--- src/rtl/core/fwsm_pkg.sv ---
// ----------------------------------------------------------------------------
// fwsm_pkg
// shared types and constants of the four wheel steering mixer
// ----------------------------------------------------------------------------
package fwsm_pkg;

  // configuration register indexes
  localparam logic [2:0] REG_AUTONOMOUS = 3'd0;
  localparam logic [2:0] REG_MAX_ROT    = 3'd1;
  localparam logic [2:0] REG_THRESHOLD  = 3'd2;
  localparam logic [2:0] REG_SCALE      = 3'd3;

  // register reset values
  localparam logic [14:0] MAX_ROT_RST   = 15'd2048;
  localparam logic [14:0] THRESHOLD_RST = 15'd1024;
  localparam logic [15:0] SCALE_RST     = 16'd4096;

  // steering modes
  localparam logic [2:0] MODE_FRONT   = 3'd0;
  localparam logic [2:0] MODE_REAR    = 3'd1;
  localparam logic [2:0] MODE_PADDLE  = 3'd2;
  localparam logic [2:0] MODE_COUNTER = 3'd3;
  localparam logic [2:0] MODE_CRAB    = 3'd4;

  // commands from the controller to the datapath
  typedef struct packed {
    logic load;      // capture request and step the mode
    logic mul_en;    // register the shared product
    logic mul_rear;  // multiplier operands: offset by gain, else stick by rotation
    logic diff;      // round the angle and form the threshold offset
    logic out_load;  // load the result register
  } cmd_t;

  // status from the datapath to the controller
  typedef struct packed {
    logic autonomous;
  } sts_t;

endpackage

--- src/rtl/core/fwsm_ctrl.sv ---
// ----------------------------------------------------------------------------
// fwsm_ctrl
// sequencer and output handshake of the steering mixer
// ----------------------------------------------------------------------------
module fwsm_ctrl (
  input  logic            clk_i,
  input  logic            rst_ni,
  input  logic            in_valid_i,
  output logic            in_stall_o,
  output logic            out_valid_o,
  input  logic            out_stall_i,
  input  fwsm_pkg::sts_t  sts_i,
  output fwsm_pkg::cmd_t  cmd_o
);

  localparam logic [2:0] ST_IDLE   = 3'd0;
  localparam logic [2:0] ST_ANGLE  = 3'd1;
  localparam logic [2:0] ST_DIFF   = 3'd2;
  localparam logic [2:0] ST_REAR   = 3'd3;
  localparam logic [2:0] ST_FINISH = 3'd4;

  logic [2:0] state_q, state_d;
  logic       out_valid_q, out_valid_d;
  logic       out_free;

  assign out_free   = !out_valid_q || !out_stall_i;
  assign in_stall_o = (state_q != ST_IDLE);

  always_comb begin
    state_d = state_q;
    cmd_o   = '0;
    unique case (state_q)
      ST_IDLE: begin
        if (in_valid_i && !sts_i.autonomous) begin
          cmd_o.load = 1'b1;
          state_d    = ST_ANGLE;
        end
      end
      ST_ANGLE: begin
        cmd_o.mul_en = 1'b1;
        state_d      = ST_DIFF;
      end
      ST_DIFF: begin
        cmd_o.diff = 1'b1;
        state_d    = ST_REAR;
      end
      ST_REAR: begin
        cmd_o.mul_en   = 1'b1;
        cmd_o.mul_rear = 1'b1;
        state_d        = ST_FINISH;
      end
      ST_FINISH: begin
        if (out_free) begin
          cmd_o.out_load = 1'b1;
          state_d        = ST_IDLE;
        end
      end
      default: begin
        state_d = ST_IDLE;
      end
    endcase
  end

  always_comb begin
    priority if (cmd_o.out_load) begin
      out_valid_d = 1'b1;
    end else if (!out_stall_i) begin
      out_valid_d = 1'b0;
    end else begin
      out_valid_d = out_valid_q;
    end
  end

  always_ff @(posedge clk_i or negedge rst_ni) begin
    if (!rst_ni) begin
      state_q     <= ST_IDLE;
      out_valid_q <= 1'b0;
    end else begin
      state_q     <= state_d;
      out_valid_q <= out_valid_d;
    end
  end

  assign out_valid_o = out_valid_q;

endmodule

--- src/rtl/core/fwsm_dp.sv ---
// ----------------------------------------------------------------------------
// fwsm_dp
// datapath of the steering mixer: registers, mode, shared multiplier, result
// ----------------------------------------------------------------------------
module fwsm_dp (
  input  logic               clk_i,
  input  logic               rst_ni,
  input  fwsm_pkg::cmd_t     cmd_i,
  output fwsm_pkg::sts_t     sts_o,
  input  logic               cfg_we_i,
  input  logic [2:0]         cfg_index_i,
  input  logic [15:0]        cfg_data_i,
  input  logic signed [15:0] axis_position_i,
  input  logic               mode_up_i,
  input  logic               mode_down_i,
  input  logic               right_paddle_i,
  input  logic               left_paddle_i,
  output logic signed [15:0] front_angle_o,
  output logic signed [15:0] rear_angle_o,
  output logic [2:0]         active_mode_o
);

  // configuration
  logic        auto_q;
  logic [14:0] max_rot_q;
  logic [14:0] thresh_q;
  logic [15:0] scale_q;

  always_ff @(posedge clk_i or negedge rst_ni) begin
    if (!rst_ni) begin
      auto_q    <= 1'b0;
      max_rot_q <= fwsm_pkg::MAX_ROT_RST;
      thresh_q  <= fwsm_pkg::THRESHOLD_RST;
      scale_q   <= fwsm_pkg::SCALE_RST;
    end else if (cfg_we_i) begin
      unique case (cfg_index_i)
        fwsm_pkg::REG_AUTONOMOUS: auto_q    <= cfg_data_i[0];
        fwsm_pkg::REG_MAX_ROT:    max_rot_q <= cfg_data_i[14:0];
        fwsm_pkg::REG_THRESHOLD:  thresh_q  <= cfg_data_i[14:0];
        fwsm_pkg::REG_SCALE:      scale_q   <= cfg_data_i;
        default: ;
      endcase
    end
  end

  assign sts_o.autonomous = auto_q;

  // steering mode
  logic [2:0] mode_q, mode_d;

  always_comb begin
    mode_d = mode_q;
    priority if (mode_up_i) begin
      mode_d = (mode_q >= fwsm_pkg::MODE_CRAB) ? fwsm_pkg::MODE_FRONT : mode_q + 3'd1;
    end else if (mode_down_i) begin
      priority if (mode_q == fwsm_pkg::MODE_FRONT) begin
        mode_d = fwsm_pkg::MODE_CRAB;
      end else if (mode_q > fwsm_pkg::MODE_CRAB) begin
        mode_d = fwsm_pkg::MODE_COUNTER;
      end else begin
        mode_d = mode_q - 3'd1;
      end
    end
  end

  always_ff @(posedge clk_i or negedge rst_ni) begin
    if (!rst_ni) begin
      mode_q <= fwsm_pkg::MODE_FRONT;
    end else if (cmd_i.load) begin
      mode_q <= mode_d;
    end
  end

  // captured request
  logic signed [15:0] axis_q;
  logic               rpad_q, lpad_q;

  always_ff @(posedge clk_i) begin
    if (cmd_i.load) begin
      axis_q <= axis_position_i;
      rpad_q <= right_paddle_i;
      lpad_q <= left_paddle_i;
    end
  end

  // shared multiplier
  logic signed [16:0] d_q;
  logic signed [16:0] mul_a, mul_b;
  logic signed [33:0] mul_p;
  logic signed [33:0] prod_q;

  always_comb begin
    if (cmd_i.mul_rear) begin
      mul_a = d_q;
      mul_b = $signed({1'b0, scale_q});
    end else begin
      mul_a = $signed({axis_q[15], axis_q});
      mul_b = $signed({2'b00, max_rot_q});
    end
  end

  assign mul_p = mul_a * mul_b;

  always_ff @(posedge clk_i) begin
    if (cmd_i.mul_en) begin
      prod_q <= mul_p;
    end
  end

  // angle rounding and threshold offset
  logic signed [33:0] ang_sum;
  logic signed [15:0] ang;
  logic signed [16:0] ang_x, off_up, off_dn, off;
  logic signed [15:0] angle_q;

  assign ang_sum = prod_q + 34'sd16384;
  assign ang     = $signed(ang_sum[30:15]);
  assign ang_x   = {ang[15], ang};
  assign off_up  = ang_x - $signed({2'b00, thresh_q});
  assign off_dn  = ang_x + $signed({2'b00, thresh_q});

  always_comb begin
    priority if (off_up > 17'sd0) begin
      off = off_up;
    end else if (off_dn < 17'sd0) begin
      off = off_dn;
    end else begin
      off = '0;
    end
  end

  always_ff @(posedge clk_i) begin
    if (cmd_i.diff) begin
      angle_q <= ang;
      d_q     <= (mode_q == fwsm_pkg::MODE_COUNTER) ? -off : off;
    end
  end

  // rear rounding, saturation and mode mixing
  logic signed [33:0] rear_sum;
  logic signed [21:0] rear_sh;
  logic signed [15:0] rear_sat;
  logic signed [15:0] front_d, rear_d;
  logic               pad_take;

  assign rear_sum = prod_q + 34'sd2048;
  assign rear_sh  = $signed(rear_sum[33:12]);

  always_comb begin
    priority if (rear_sh > 22'sd32767) begin
      rear_sat = 16'sh7FFF;
    end else if (rear_sh < -22'sd32768) begin
      rear_sat = -16'sh8000;
    end else begin
      rear_sat = rear_sh[15:0];
    end
  end

  assign pad_take = (lpad_q && angle_q > 16'sd0) || (rpad_q && angle_q < 16'sd0);

  always_comb begin
    front_d = angle_q;
    unique case (mode_q)
      fwsm_pkg::MODE_FRONT:  rear_d = '0;
      fwsm_pkg::MODE_REAR: begin
        front_d = '0;
        rear_d  = angle_q;
      end
      fwsm_pkg::MODE_PADDLE: rear_d = pad_take ? angle_q : 16'sd0;
      default:               rear_d = rear_sat;
    endcase
  end

  logic signed [15:0] front_q, rear_q;
  logic [2:0]         mode_out_q;

  always_ff @(posedge clk_i) begin
    if (cmd_i.out_load) begin
      front_q    <= front_d;
      rear_q     <= rear_d;
      mode_out_q <= (mode_q > fwsm_pkg::MODE_CRAB) ? fwsm_pkg::MODE_CRAB : mode_q;
    end
  end

  assign front_angle_o = front_q;
  assign rear_angle_o  = rear_q;
  assign active_mode_o = mode_out_q;

endmodule

--- src/rtl/core/four_wheel_steer_mixer.sv ---
// ----------------------------------------------------------------------------
// four_wheel_steer_mixer
// turns steering stick samples into front and rear wheel angle commands
// ----------------------------------------------------------------------------
//
//  channel   direction  handshake              carries
//  in        sink       in_valid_i/in_stall_o    axis, mode buttons, paddles
//  out       source     out_valid_o/out_stall_i  front angle, rear angle, mode
//  cfg       sink       cfg_valid_i/cfg_ready_o  register index and data
//
//  a request holds the block from accept through stick multiply, offset,
//  rear multiply and result load; one 17x17 multiplier serves both products
//  reset (rst_ni low, asynchronous) restores register defaults, front mode
//  a request taken while autonomous is set is dropped, block stays idle
//  a stalled result sits in the output register while the next request is
//  worked on; the sequencer waits at result load only if that is still full
//
module four_wheel_steer_mixer (
  input  logic               clk_i,
  input  logic               rst_ni,
  // request channel
  input  logic               in_valid_i,
  output logic               in_stall_o,
  input  logic signed [15:0] axis_position_i,
  input  logic               mode_up_i,
  input  logic               mode_down_i,
  input  logic               right_paddle_i,
  input  logic               left_paddle_i,
  // result channel
  output logic               out_valid_o,
  input  logic               out_stall_i,
  output logic signed [15:0] front_angle_o,
  output logic signed [15:0] rear_angle_o,
  output logic [2:0]         active_mode_o,
  // configuration channel, always ready
  input  logic               cfg_valid_i,
  output logic               cfg_ready_o,
  input  logic [2:0]         cfg_index_i,
  input  logic [15:0]        cfg_data_i
);

  fwsm_pkg::cmd_t cmd;
  fwsm_pkg::sts_t sts;

  // registers take a write in any cycle
  assign cfg_ready_o = 1'b1;

  // sequencer: stalls requests while busy, owns the result valid
  fwsm_ctrl u_ctrl (
    .clk_i       (clk_i),
    .rst_ni      (rst_ni),
    .in_valid_i  (in_valid_i),
    .in_stall_o  (in_stall_o),
    .out_valid_o (out_valid_o),
    .out_stall_i (out_stall_i),
    .sts_i       (sts),
    .cmd_o       (cmd)
  );

  // datapath: config registers, mode, shared multiplier, result register
  fwsm_dp u_dp (
    .clk_i           (clk_i),
    .rst_ni          (rst_ni),
    .cmd_i           (cmd),
    .sts_o           (sts),
    .cfg_we_i        (cfg_valid_i && cfg_ready_o),
    .cfg_index_i     (cfg_index_i),
    .cfg_data_i      (cfg_data_i),
    .axis_position_i (axis_position_i),
    .mode_up_i       (mode_up_i),
    .mode_down_i     (mode_down_i),
    .right_paddle_i  (right_paddle_i),
    .left_paddle_i   (left_paddle_i),
    .front_angle_o   (front_angle_o),
    .rear_angle_o    (rear_angle_o),
    .active_mode_o   (active_mode_o)
  );

endmodule
--- config.mk ---
export PLATFORM = sky130hd
export DESIGN_NAME = four_wheel_steer_mixer
export DESIGN_NICKNAME = d
export VERILOG_FILES = /design/src/rtl/core/fwsm_pkg.sv /design/src/rtl/core/fwsm_ctrl.sv /design/src/rtl/core/fwsm_dp.sv /design/src/rtl/core/four_wheel_steer_mixer.sv
export SDC_FILE = /design/constraint.sdc
export NUM_CORES = 1
export LEC_CHECK = 0
export BUFFER_PORTS_ARGS = -buffer_cell sky130_fd_sc_hd__buf_2
export CAP_MARGIN = 25
export CORE_AREA = 2 2 242 184
export DETAILED_ROUTE_END_ITERATION = 6
export DIE_AREA = 0 0 244 186
export PLACE_DENSITY_LB_ADDON = 0.05
export SYNTH_ARGS = -nofsm -noshare
export SYNTH_HDL_FRONTEND = slang
export SYNTH_SLANG_ARGS = --single-unit
--- constraint.sdc ---
create_clock -name clk_i -period 22.4 [get_ports clk_i]
set_input_delay 4.48 -clock clk_i [delete_from_list [all_inputs] [get_ports clk_i]]
set_output_delay 4.48 -clock clk_i [all_outputs]
set_load 0.03 [all_outputs]
After elaboration in Yosys (flattened, before gate mapping)
Cells that the tools add are included.

Bits of input ports: 44. Register bits after elaboration: 174. Bits in latches: 0. Output and inout port bits: 38. RAM bits: 0. Memories kept: 0. Word-level logic and storage cells: 91. Memory bits (read-only): 0.

Shifts and indexed selects: 0. Reductions and logical operators: 20. Multiplexer cells: 26. Bitwise operators: 0. $lt $le $gt $ge: 8. Divide/modulo/power cells: 0. Equal/unequal tests: 13. Add/sub/neg operators: 7. Multipliers: 1.

Operator list (count): 2-to-1 mux 17 bit (4); 2-to-1 mux 16 bit (4); one-hot mux 16 bit (3 select lines) (1); adder 34 x 13 -> 34 bit (second input constant) (1); multiplier 17 x 17 -> 34 bit (1); adder 31 x 16 -> 31 bit (second input constant) (1); > comparator 22 x 16 -> 1 bit (second input constant) (1); less-than comparator 22 x 16 -> 1 bit (second input constant) (1); 2-to-1 mux 3 bit (7); equality test 3 x 2 -> 1 bit (second input constant) (6); adder 16 x 16 -> 17 bit (1); > comparator 17 x 1 -> 1 bit (second input constant) (1); less-than comparator 17 x 1 -> 1 bit (second input constant) (1); negation 17 bit (1); subtractor 16 x 16 -> 17 bit (1); > comparator 16 x 1 -> 1 bit (second input constant) (1); less-than comparator 16 x 1 -> 1 bit (second input constant) (1); one-hot mux 3 bit (5 select lines) (1); AND reduction 2 bit (6); equality test 3 x 1 -> 1 bit (second input constant) (3); logical NOT 3 bit (3); 2-to-1 mux 1 bit (9); inequality test 2 x 1 -> 1 bit (second input constant) (3); adder 3 x 1 -> 3 bit (second input constant) (1); 10 further kinds (15).

Depth between registers and ports, before layout
Gate-level depths: netlist of the first run.

Word-level depth: 7. Mapped depth: 32.

Cells and area by module
From an unflattened synthesis of the first run, not the netlist that was laid out.

Cell total of the unflattened synthesis: 2064. Area, all modules: 19987.9 sq um.

Modules (own cells, without submodules): fwsm_dp (sequential area each 4528.1 sq um, cells each 2042, area an instance 19779.0 sq um, instances 1); fwsm_ctrl (sequential area each 100.1 sq um, cells each 20, area an instance 197.7 sq um, instances 1); four_wheel_steer_mixer (sequential area each 0.0 sq um, cells each 2, area an instance 11.3 sq um, instances 1).

Worst setup path before layout of the first run
No wires, ideal clock.

Path type: reg2reg. From: register u_ctrl.state_q[0]. To: register u_dp.prod_q[33] (data pin). Data arrival time: 8987 ps. Required time: 22140 ps. Slack: 13153 ps. Cell stages (with the launch flop): 29. Setup time: 260 ps. Path through: dfrtp_1 -> nor2b_1 -> and2_1 -> clkbuf_1 -> buf_1 -> buf_1 -> mux2i_1 -> nor2_1 -> fa_1 -> inv_1 -> fa_1 -> fa_1 -> inv_1 -> fa_1 -> fa_1 -> inv_1 -> fa_1 -> inv_1 -> ha_1 -> nand2_1 -> nor2_1 -> or4b_1 -> o21ai_2 -> o211ai_2 -> o311a_1 -> a311o_1 -> a21o_1 -> a21oi_2 -> xnor2_1.

Word-level cells in the longest chain between the ends: 4. Elaborated cells between the ends (all ways): 5. Those cells by class: 1 x mul; 1 x eq/ne; 3 x mux.

Ends and longest elaborated chain: from (decl) (RTL line fwsm_ctrl.sv:22) `logic [2:0] state_q, state_d;`; from (signal assigned) (RTL line fwsm_ctrl.sv:79) `state_q <= state_d;`; equality test 3 x 2 -> 1 bit (*) (RTL line fwsm_ctrl.sv:32) `unique case (state_q)`; 2-to-1 mux 1 bit (*) (RTL line fwsm_ctrl.sv:32); 2-to-1 mux 17 bit or 2-to-1 mux 16 bit (tied branches) (RTL line fwsm_dp.sv:93) `if (cmd_i.mul_rear) begin`; multiplier 17 x 17 -> 34 bit (*) (RTL line fwsm_dp.sv:102) `assign mul_p = mul_a * mul_b;`; net u_dp.mul_p[33] (RTL line fwsm_dp.sv:89) `logic signed [33:0] mul_p;`; to (signal assigned) (RTL line fwsm_dp.sv:106) `prod_q <= mul_p;`; to (decl) (RTL line fwsm_dp.sv:90) `logic signed [33:0] prod_q;`.

The timed path passes the listed nets; every way through them passes the cells marked *. A chain may end at the register's enable or synchronous reset.

Worst setup path after layout of the first run
Same ends and word-level chain as after synthesis.

==> results of run 1 <==
## stage by stage
stage	setup WS [ns]	utilization (%)	cell area, um2	hold slack [ns]
2_1_floorplan	13.15	-	19550	0.4750
3_3_place_gp	13.11	47.91	20610	0.4901
3_5_place_dp	13.00	48.05	20670	0.4968
4_1_cts	12.97	49.38	21240	0.5142
5_1_grt	12.41	49.40	21250	0.5335
6_report	12.94	49.40	21250	0.5131
## worst max-delay path by stage
stage | from | endpoint | slack (ns)
floorplan | u_ctrl.state_q[0] | u_dp.prod_q[33] | 13.15
global placement | u_ctrl.state_q[0] | u_dp.prod_q[33] | 13.11
detailed placement | u_ctrl.state_q[0] | u_dp.prod_q[33] | 13.00
CTS | u_ctrl.state_q[0] | u_dp.prod_q[33] | 12.97
global route | u_ctrl.state_q[0] | u_dp.prod_q[33] | 12.41
finish | u_ctrl.state_q[0] | u_dp.prod_q[33] | 12.94
## per-layer routing
| metal | routed length, um | vias to the layer above | global-route usage (%) |
|---|---|---|---|
| li1 | - | 6679 | - |
| met1 | 28730 | 7318 | 41.79 |
| met3 | 4295 | 59 | 5.248 |
| met4 | 1069 | 0 | 6.098 |
| met2 | 25820 | 510 | 40.55 |
| met5 | 0 | - | 0 |
## cell families (layout without fill, tap and decap cells)
family,count (synthesis),count (layout),synth area share [%]
adders and majority gates,410,410,36.94
AOI/OAI and AO/OA,207,207,7.277
buffers and inverters,468,538,9.089
other,1,1,0.01918
DFF,163,163,23.68
xor gates and xnor gates,92,92,4.160
muxes,65,65,3.539
and+or+nand+nor,671,671,15.30
## registers in the layout (all words and copies together), names as in the netlist
name                flops
u_ctrl.out_valid_o      1
u_ctrl.state_q          3
u_dp.active_mode_o      3
u_dp.angle_q           16
u_dp.axis_q            16
u_dp.d_q               17
u_dp.front_angle_o     16
u_dp.lpad_q             1
u_dp.max_rot_q         15
u_dp.mode_q             3
u_dp.prod_q            23
u_dp.rear_angle_o      16
u_dp.rpad_q             1
u_dp.scale_q           16
u_dp.sts_o              1
u_dp.thresh_q          15
## cell usage in the layout, fill, tap and decap left out, drive strengths merged, types with 19 or more instances in the layout
cell,n
ha,130
inv,404
nand2,306
dfrtp,51
nand3,28
xnor2,63
o21ai,48
fa,279
buf,109
a21oi,49
nor3,23
and2,23
nor2b,19
xor2,29
and3,26
mux2,33
mux2i,32
edfxtp,109
nor2,182
## layout make-up
| class | count | area, um2 | share of cell area [%] |
|---|---|---|---|
| Clock inverter | 14 | 142.6 | 0.6712 |
| Tap cell | 578 | 723.2 | 3.403 |
| Inverter | 397 | 1490 | 7.012 |
| Timing Repair Buffer | 109 | 641.9 | 3.020 |
| Clock buffer | 18 | 429.2 | 2.019 |
| Multi-Input combinational cell | 1446 | 13200 | 62.10 |
| Sequential cell | 163 | 4628 | 21.78 |
==> results_dict.tcl, run 1 <==
set metrics [dict create \
    status "complete, no violations" \
    io_pins 82 \
    yosysTopAreaCellShare_pct 28.57 \
    min_path_cells 1 \
    setup_violations 0 \
    rsz0062_at_grt "false" \
    core_um2 43020 \
    worst-path-max-fanout 48 \
    yosys_warnings 0 \
    cts_buffers 17 \
    cp_num_buf_inv 5 \
    critPathLaunchType "flip-flop" \
    dr.pass1.iters 5 \
    hold_viol_final 0 \
    dr_total_vias 14570 \
    track_usage_pct 27.51 \
    syn_to_final_growth_pct 8.711 \
    period_minus_slack_ns 9.465 \
    dpl.hpwl_um 50410 \
    worstPathArrival_ns 9.69 \
    r2r-end "u_dp.prod_q[33]" \
    grt_antenna_before_repair 0 \
    min_to "u_dp.sts_o" \
    critPathMostFrequentCell "fa_1" \
    portBuffers 80 \
    drive_above_1_share_pct 9.502 \
    slowest_delay_ns 0.87 \
    antenna_cells 0 \
    reg2reg_from "u_ctrl.state_q[0]" \
    synth-main-ff-cell "edfxtp_1" \
    drtIter0Drc 1313 \
    path_class "reg2reg" \
    cts_setup_buffers 0 \
    syn-cell-area_um2 19550 \
    drv_slew 0 \
    routed_wl_um 59920 \
    fin_skew_ns 0.01600 \
    synthCells 2077 \
    r2r_slack_ns 12.94 \
    finalNetCount 2587 \
    finalCritPeriodShare_pct 42.25 \
    critPathCaptureType "flip-flop" \
    grt_max_degree 51 \
    reg2reg_depth 25 \
    critPathTopFamily "adder cells" \
    wl_per_cell_um 21.99 \
    ctsResizeCount 0 \
    dieArea_um2 45380 \
    syn_avg_cell_area_um2 9.412 \
    clk_pin_slew_ns 0.08 \
    grt_pass1_vias 14550 \
    yosysUniqueCellTypes 80 \
    synth-seq-cells 163 \
    clockBufferDepth 2 \
    timing.setup.tns_ns 0 \
    die_height_um 186 \
    crit_slowest_cell "fa_1" \
    cap_violations 0 \
    start_util_pct 45.44 \
    cts_tree "yes" \
    die_width_um 244 \
    ant_nets 0 \
    numClockSinks 163 \
    hold_buffers 0 \
    rows 66 \
    grt_overflow_total 0 \
    synth-seq-area-share_pct 23.68 \
    nFillCells 4137 \
    synth_area_leader_cell "fa_1" \
    synthArstFlopShare_pct 33.13 \
    clockRootBuffer "clkbuf_16" \
    hold_path.startpoint "u_dp.sts_o" \
    yosysMostFrequentCell "inv_1" \
    worst_ep_required_time_ns 22.62 \
    slew_headroom_pct 35.36 \
    worstHoldPathType "reg2reg" \
    drcViolationCount 0 \
    htreeDepth 4 \
    vias_per_cell 5.345 \
    tightest_slew_ns 0.9664 \
    synth_commonest_cells "397 x inv_1, 306 x nand2_1, 279 x fa_1" \
    max_freq_mhz 105.7 \
    place_inst 2692 \
    syn_nets 2530 \
    cp.depth 25 \
    gp_congestion 0.9531 \
    synth_area_leaders "fa_1 29%, edfxtp_1 17%, ha_1 8.3%" \
    clkLatencyLatePin_ns 0.48 \
    stdcell_count 2725 \
    synth-edff-count 109 \
    grt_pass1_wl_um 91170 \
]
Power of run 1 is not shown: default switching activity piles up to over one toggle a cycle in this logic, so the estimate is an artifact.
==> run 2, diff against run 1 <==
==> constraint.sdc (replaced) <==
create_clock -name clk_i -period 9 [get_ports clk_i]
set_input_delay 1.8 -clock clk_i [delete_from_list [all_inputs] [get_ports clk_i]]
set_output_delay 1.8 -clock clk_i [all_outputs]
set_load 0.03 [all_outputs]
==> run 2 against run 1 <==
  * Core utilization increased by 0.58 points
  * Global-route usage is 0.77 points lower
  * Sequential share of layout area down 0.25 points
  * Die area did not move
  * Fmax is 11% higher
  * First-iteration DRC count fell by 13%
  * Setup slack worse by 12 ns
  * Clock-buffer cell count is 1 lower
  * Register-to-register slack got worse by 12 ns
==> results_dict.tcl, run 2 (synthesis gave the netlist of run 1 again) <==
set metrics [dict create \
    largest-register "u_dp.prod_q" \
    critPathCaptureType "flip-flop" \
    io_pins 82 \
    core_um2 43020 \
    rsz0062_at_grt "false" \
    dr_total_vias 14480 \
    worst_ep_required_time_ns 9.20 \
    numClockSinks 163 \
    fin_skew_ns 0.02120 \
    critPathTopFamily "adder cells" \
    dieArea_um2 45380 \
    clkLatencyLatePin_ns 0.47 \
    top_regs "u_dp.prod_q: 23 flops, u_dp.d_q: 17 flops" \
    slowest_delay_ns 0.59 \
    vias_per_cell 5.266 \
    track_usage_pct 26.73 \
    critPathLaunchType "flip-flop" \
    fin_util_pct 49.97 \
    cap_violations 0 \
    finalCritPeriodShare_pct 95.06 \
    drive_above_1_share_pct 10.55 \
    status "complete, no violations" \
    clk_pin_slew_ns 0.08 \
    max_freq_mhz 116.9 \
    period_minus_slack_ns 8.555 \
    setup_violations 0 \
    drcViolationCount 0 \
    die_width_um 244 \
    start_util_pct 45.44 \
    multi_input_area_um2 13200 \
    portBuffers 80 \
    hold_buffers 0 \
    cts_setup_buffers 0 \
    cts_buffers 17 \
    grt_antenna_before_repair 1 \
    clockBufferDepth 2 \
    hold_viol_final 0 \
    final_common_cell "inv_1" \
    gp_congestion 0.9461 \
    syn_to_final_growth_pct 9.985 \
    ff_latch_area_um2 4628 \
    wl_per_cell_um 21.11 \
    routed_wl_um 58040 \
    antenna_cells 0 \
    nFillCells 4119 \
    crit_slowest_cell "nand2_1" \
    dr.pass1.iters 5 \
    finalNetCount 2611 \
    htreeDepth 4 \
    worst-path-max-fanout 14 \
    drtIter0Drc 1136 \
    tightest_slew_ns 0.9178 \
    largest_reg_flops 23 \
    drv_slew 0 \
    cp_num_buf_inv 4 \
    grt_overflow_total 0 \
    timing.setup.tns_ns 0 \
    critPathMostFrequentCell "fa_1" \
    grt_max_degree 71 \
    ant_nets 0 \
    dpl.hpwl_um 48570 \
    worstPathArrival_ns 8.75 \
    ctsResizeCount 0 \
    die_height_um 186 \
    path_class "reg2reg" \
    clockRootBuffer "clkbuf_16" \
    grt_pass1_vias 14630 \
    grt_pass1_wl_um 89090 \
    rows 66 \
    final_cell_mix "397 x inv_1, 306 x nand2_1, 279 x fa_1" \
    slew_headroom_pct 37.06 \
    worstHoldPathType "reg2reg" \
    cts_tree "yes" \
]
## run 2: per-layer routing
layer	vias up	part of all wire, %	global-route usage, %
li1	6730	-	-
met1	7312	48	38.70
met2	371	44	40.61
met3	63	6.4	6.142
met4	0	2.0	6.561
met5	-	0	0
## run 2: through the flow
step                      hold slack, ns  setup slack [ns]  std cells  instance area (um2)
after global placement            0.4908            0.6515       2712                20810
after floorplan                   0.4792            0.2020       2077                19550
after CTS                         0.5131            0.4877       2747                21490
after global routing              0.5291           0.07239       2749                21500
final                             0.5116            0.4447       2749                21500
after detailed placement          0.4948            0.5233       2715                20870
## run 2: path summary, 6_finish.rpt
kind,cells after the start,to,slack (ns),from
worst max-delay path,25,u_dp.prod_q[33],0.44,u_ctrl.state_q[0]
worst min-delay path,1,u_dp.max_rot_q[14],0.51,u_dp.max_rot_q[14]
worst max register to register,25,u_dp.prod_q[33],0.44,u_ctrl.state_q[0]
worst min register to register,1,u_dp.max_rot_q[14],0.51,u_dp.max_rot_q[14]
max in group asynchronous,2,u_dp.scale_q[7],6.96,rst_ni
min in group asynchronous,2,u_dp.thresh_q[11],1.48,rst_ni
## run 2: area by class of cell
cell class,instances,share of cell area (%)
clock buffer,17,1.979
clock inverter,15,0.9078
inverter,397,6.931
multi-input combinational,1446,61.38
sequential,163,21.53
tap,578,3.364
timing repair buffer,133,3.916
Power of run 2 is left out for the same reason.
==> run 3, diff against run 2 <==
--- a/config.mk
+++ b/config.mk
@@ -7,10 +7,11 @@
 export LEC_CHECK = 0
 export BUFFER_PORTS_ARGS = -buffer_cell sky130_fd_sc_hd__buf_2
 export CAP_MARGIN = 25
-export CORE_AREA = 2 2 242 184
+export CORE_AREA = 2 2 225 172
 export DETAILED_ROUTE_END_ITERATION = 6
-export DIE_AREA = 0 0 244 186
+export DIE_AREA = 0 0 227 174
 export PLACE_DENSITY_LB_ADDON = 0.05
+export RECOVER_POWER = 100
 export SYNTH_ARGS = -nofsm -noshare
 export SYNTH_HDL_FRONTEND = slang
 export SYNTH_SLANG_ARGS = --single-unit
==> run 3 against run 2 <==
  * The run now ends with max-capacitance violations, max-slew violations left
  * Clock-buffer cell count unchanged
  * Flip-flop and latch count did not move
  * Non-clock buffer count down 6
  * Routed wire length fell by 2.7%
  * Register-to-register slack improved by 0.15 ns
  * Sequential share of layout area grew 0.40 points
  * First-iteration DRC count decreased by 0.97%
  * Cell count decreased by 2.7%
  * Critical path type unchanged
  * Critical endpoint unchanged
  * Largest cell class unchanged
==> results_dict.tcl, run 3 (synthesis gave the netlist of run 1 again) <==
set metrics [dict create \
    worst_ep_required_time_ns 9.19 \
    setup_violations 0 \
    rows 62 \
    hold_viol_final 0 \
    nFillCells 3552 \
    path_class "reg2reg" \
    gr-usage-met2_pct 43.81 \
    portBuffers 80 \
    grt_pass1_wl_um 87500 \
    drive_above_1_share_pct 6.885 \
    antenna_cells 0 \
    rsz0062_at_grt "false" \
    min_to "u_ctrl.state_q[1]" \
    gp_congestion 0.9341 \
    finalCritPeriodShare_pct 93.36 \
    die_width_um 227 \
    drv_slew 152 \
    cts_setup_buffers 0 \
    die_height_um 174 \
    critPathLaunchType "flip-flop" \
    cts_tree "yes" \
    ant_nets 0 \
    dr_total_vias 14650 \
    dpl.hpwl_um 47210 \
    clkLatencyLatePin_ns 0.45 \
    htreeDepth 4 \
    timing.setup.tns_ns 0 \
    drcViolationCount 0 \
    r2r-end "u_dp.prod_q[33]" \
    use_met3_pct 4.108 \
    wl_per_cell_um 21.10 \
    clockRootBuffer "clkbuf_16" \
    slew_headroom_pct -119.1 \
    largest-register "u_dp.prod_q" \
    cap_violations 4 \
    worstHoldPathType "reg2reg" \
    final_cell_mix "397 x inv_1, 306 x nand2_1, 279 x fa_1" \
    cts_buffers 17 \
    largest_reg_flops 23 \
    clk_pin_slew_ns 0.07 \
    tightest_slew_ns 3.287 \
    grt_overflow_total 0 \
    start_util_pct 52.07 \
    hold_buffers 0 \
    ctsResizeCount 0 \
    period_minus_slack_ns 8.402 \
    finalNetCount 2605 \
    fin_skew_ns 0.01094 \
    grt_antenna_before_repair 0 \
    globalRouteMet1Util_pct 46.91 \
    worst-path-max-fanout 56 \
    violations "max-capacitance violations, max-slew violations" \
    busiest_layer "met1" \
    reg2reg_depth 25 \
    track_usage_pct 30.09 \
    dr.pass1.iters 5 \
    reg2reg_from "u_ctrl.state_q[0]" \
    io_pins 82 \
    hold_path.startpoint "u_ctrl.state_q[2]" \
    worstPathArrival_ns 8.59 \
    syn_to_final_growth_pct 7.969 \
    final_common_cell "inv_1" \
    core_um2 37550 \
    r2r_slack_ns 0.60 \
    numClockSinks 163 \
    grt_max_degree 57 \
    routed_wl_um 56460 \
    critPathCaptureType "flip-flop" \
    status "finished with violations" \
    max_freq_mhz 119.0 \
    grt_pass1_vias 14530 \
    dieArea_um2 39500 \
    drtIter0Drc 1125 \
    vias_per_cell 5.473 \
    min_path_cells 1 \
    clockBufferDepth 2 \
    top_regs "u_dp.prod_q: 23 flops, u_dp.d_q: 17 flops" \
]
==> run 3: worst max-delay path: stages (launching register included) <==
cell and delay, ns:
dfrtp_1 0.43, nor2b_1 0.22, and2_2 0.31, buf_12 0.30, mux2i_1 0.66, nor2_1 0.12
fa_1 0.51, inv_1 0.06, fa_1 0.51, fa_1 0.51, inv_1 0.05, fa_1 0.49
fa_1 0.55, inv_1 0.05, fa_1 0.52, inv_1 0.04, ha_1 0.33, a21oi_1 0.19
or4b_1 0.47, o21ai_2 0.32, o211ai_1 0.23, o311a_1 0.41, a311o_1 0.39, a21o_1 0.22
a21oi_2 0.16, xnor2_1 0.07
==> run 3: per-stage QoR <==
| step | instances | utilization [%] | setup WS [ns] | area [um2] | hold WS, ns |
|---|---|---|---|---|---|
| 2_1_floorplan | 2077 | - | 0.2020 | 19550 | 0.4792 |
| 3_3_place_gp | 2641 | 55.11 | 0.8286 | 20690 | 0.4900 |
| 3_5_place_dp | 2643 | 55.18 | 0.7313 | 20720 | 0.4980 |
| 4_1_cts | 2674 | 56.74 | 0.7140 | 21300 | 0.5140 |
| 5_1_grt | 2676 | 56.22 | 0.1459 | 21110 | 0.5417 |
| 6_report | 2676 | 56.22 | 0.5979 | 21110 | 0.5154 |
==> run 3: worst max-delay path by stage <==
stage                            from  slack (ns)  cells past startpoint              end
global route        u_ctrl.state_q[0]        0.15                     26  u_dp.prod_q[33]
floorplan           u_ctrl.state_q[0]        0.20                     28  u_dp.prod_q[33]
finish              u_ctrl.state_q[0]        0.60                     25  u_dp.prod_q[33]
CTS                 u_ctrl.state_q[0]        0.71                     26  u_dp.prod_q[33]
global placement    u_ctrl.state_q[0]        0.83                     26  u_dp.prod_q[33]
detailed placement  u_ctrl.state_q[0]        0.73                     26  u_dp.prod_q[33]
==> run 3: per-layer routing <==
layer  share of wire (%)  vias to the layer above
li1                    -                     6704
met1                  48                     7362
met2                  43                      505
met3                 6.4                       74
met4                 2.5                        0
met5                   0                        -
==> run 3: layout make-up <==
| type | count | area [um2] | area share (%) |
|---|---|---|---|
| sequential | 163 | 4628 | 21.93 |
| clock buffer | 17 | 425.4 | 2.016 |
| tap | 512 | 640.6 | 3.035 |
| inverter | 397 | 1490 | 7.060 |
| clock inverter | 14 | 158.9 | 0.7529 |
| timing repair buffer | 127 | 654.4 | 3.100 |
| multi-input combinational | 1446 | 13110 | 62.11 |
Power of run 3 is left out for the same reason.
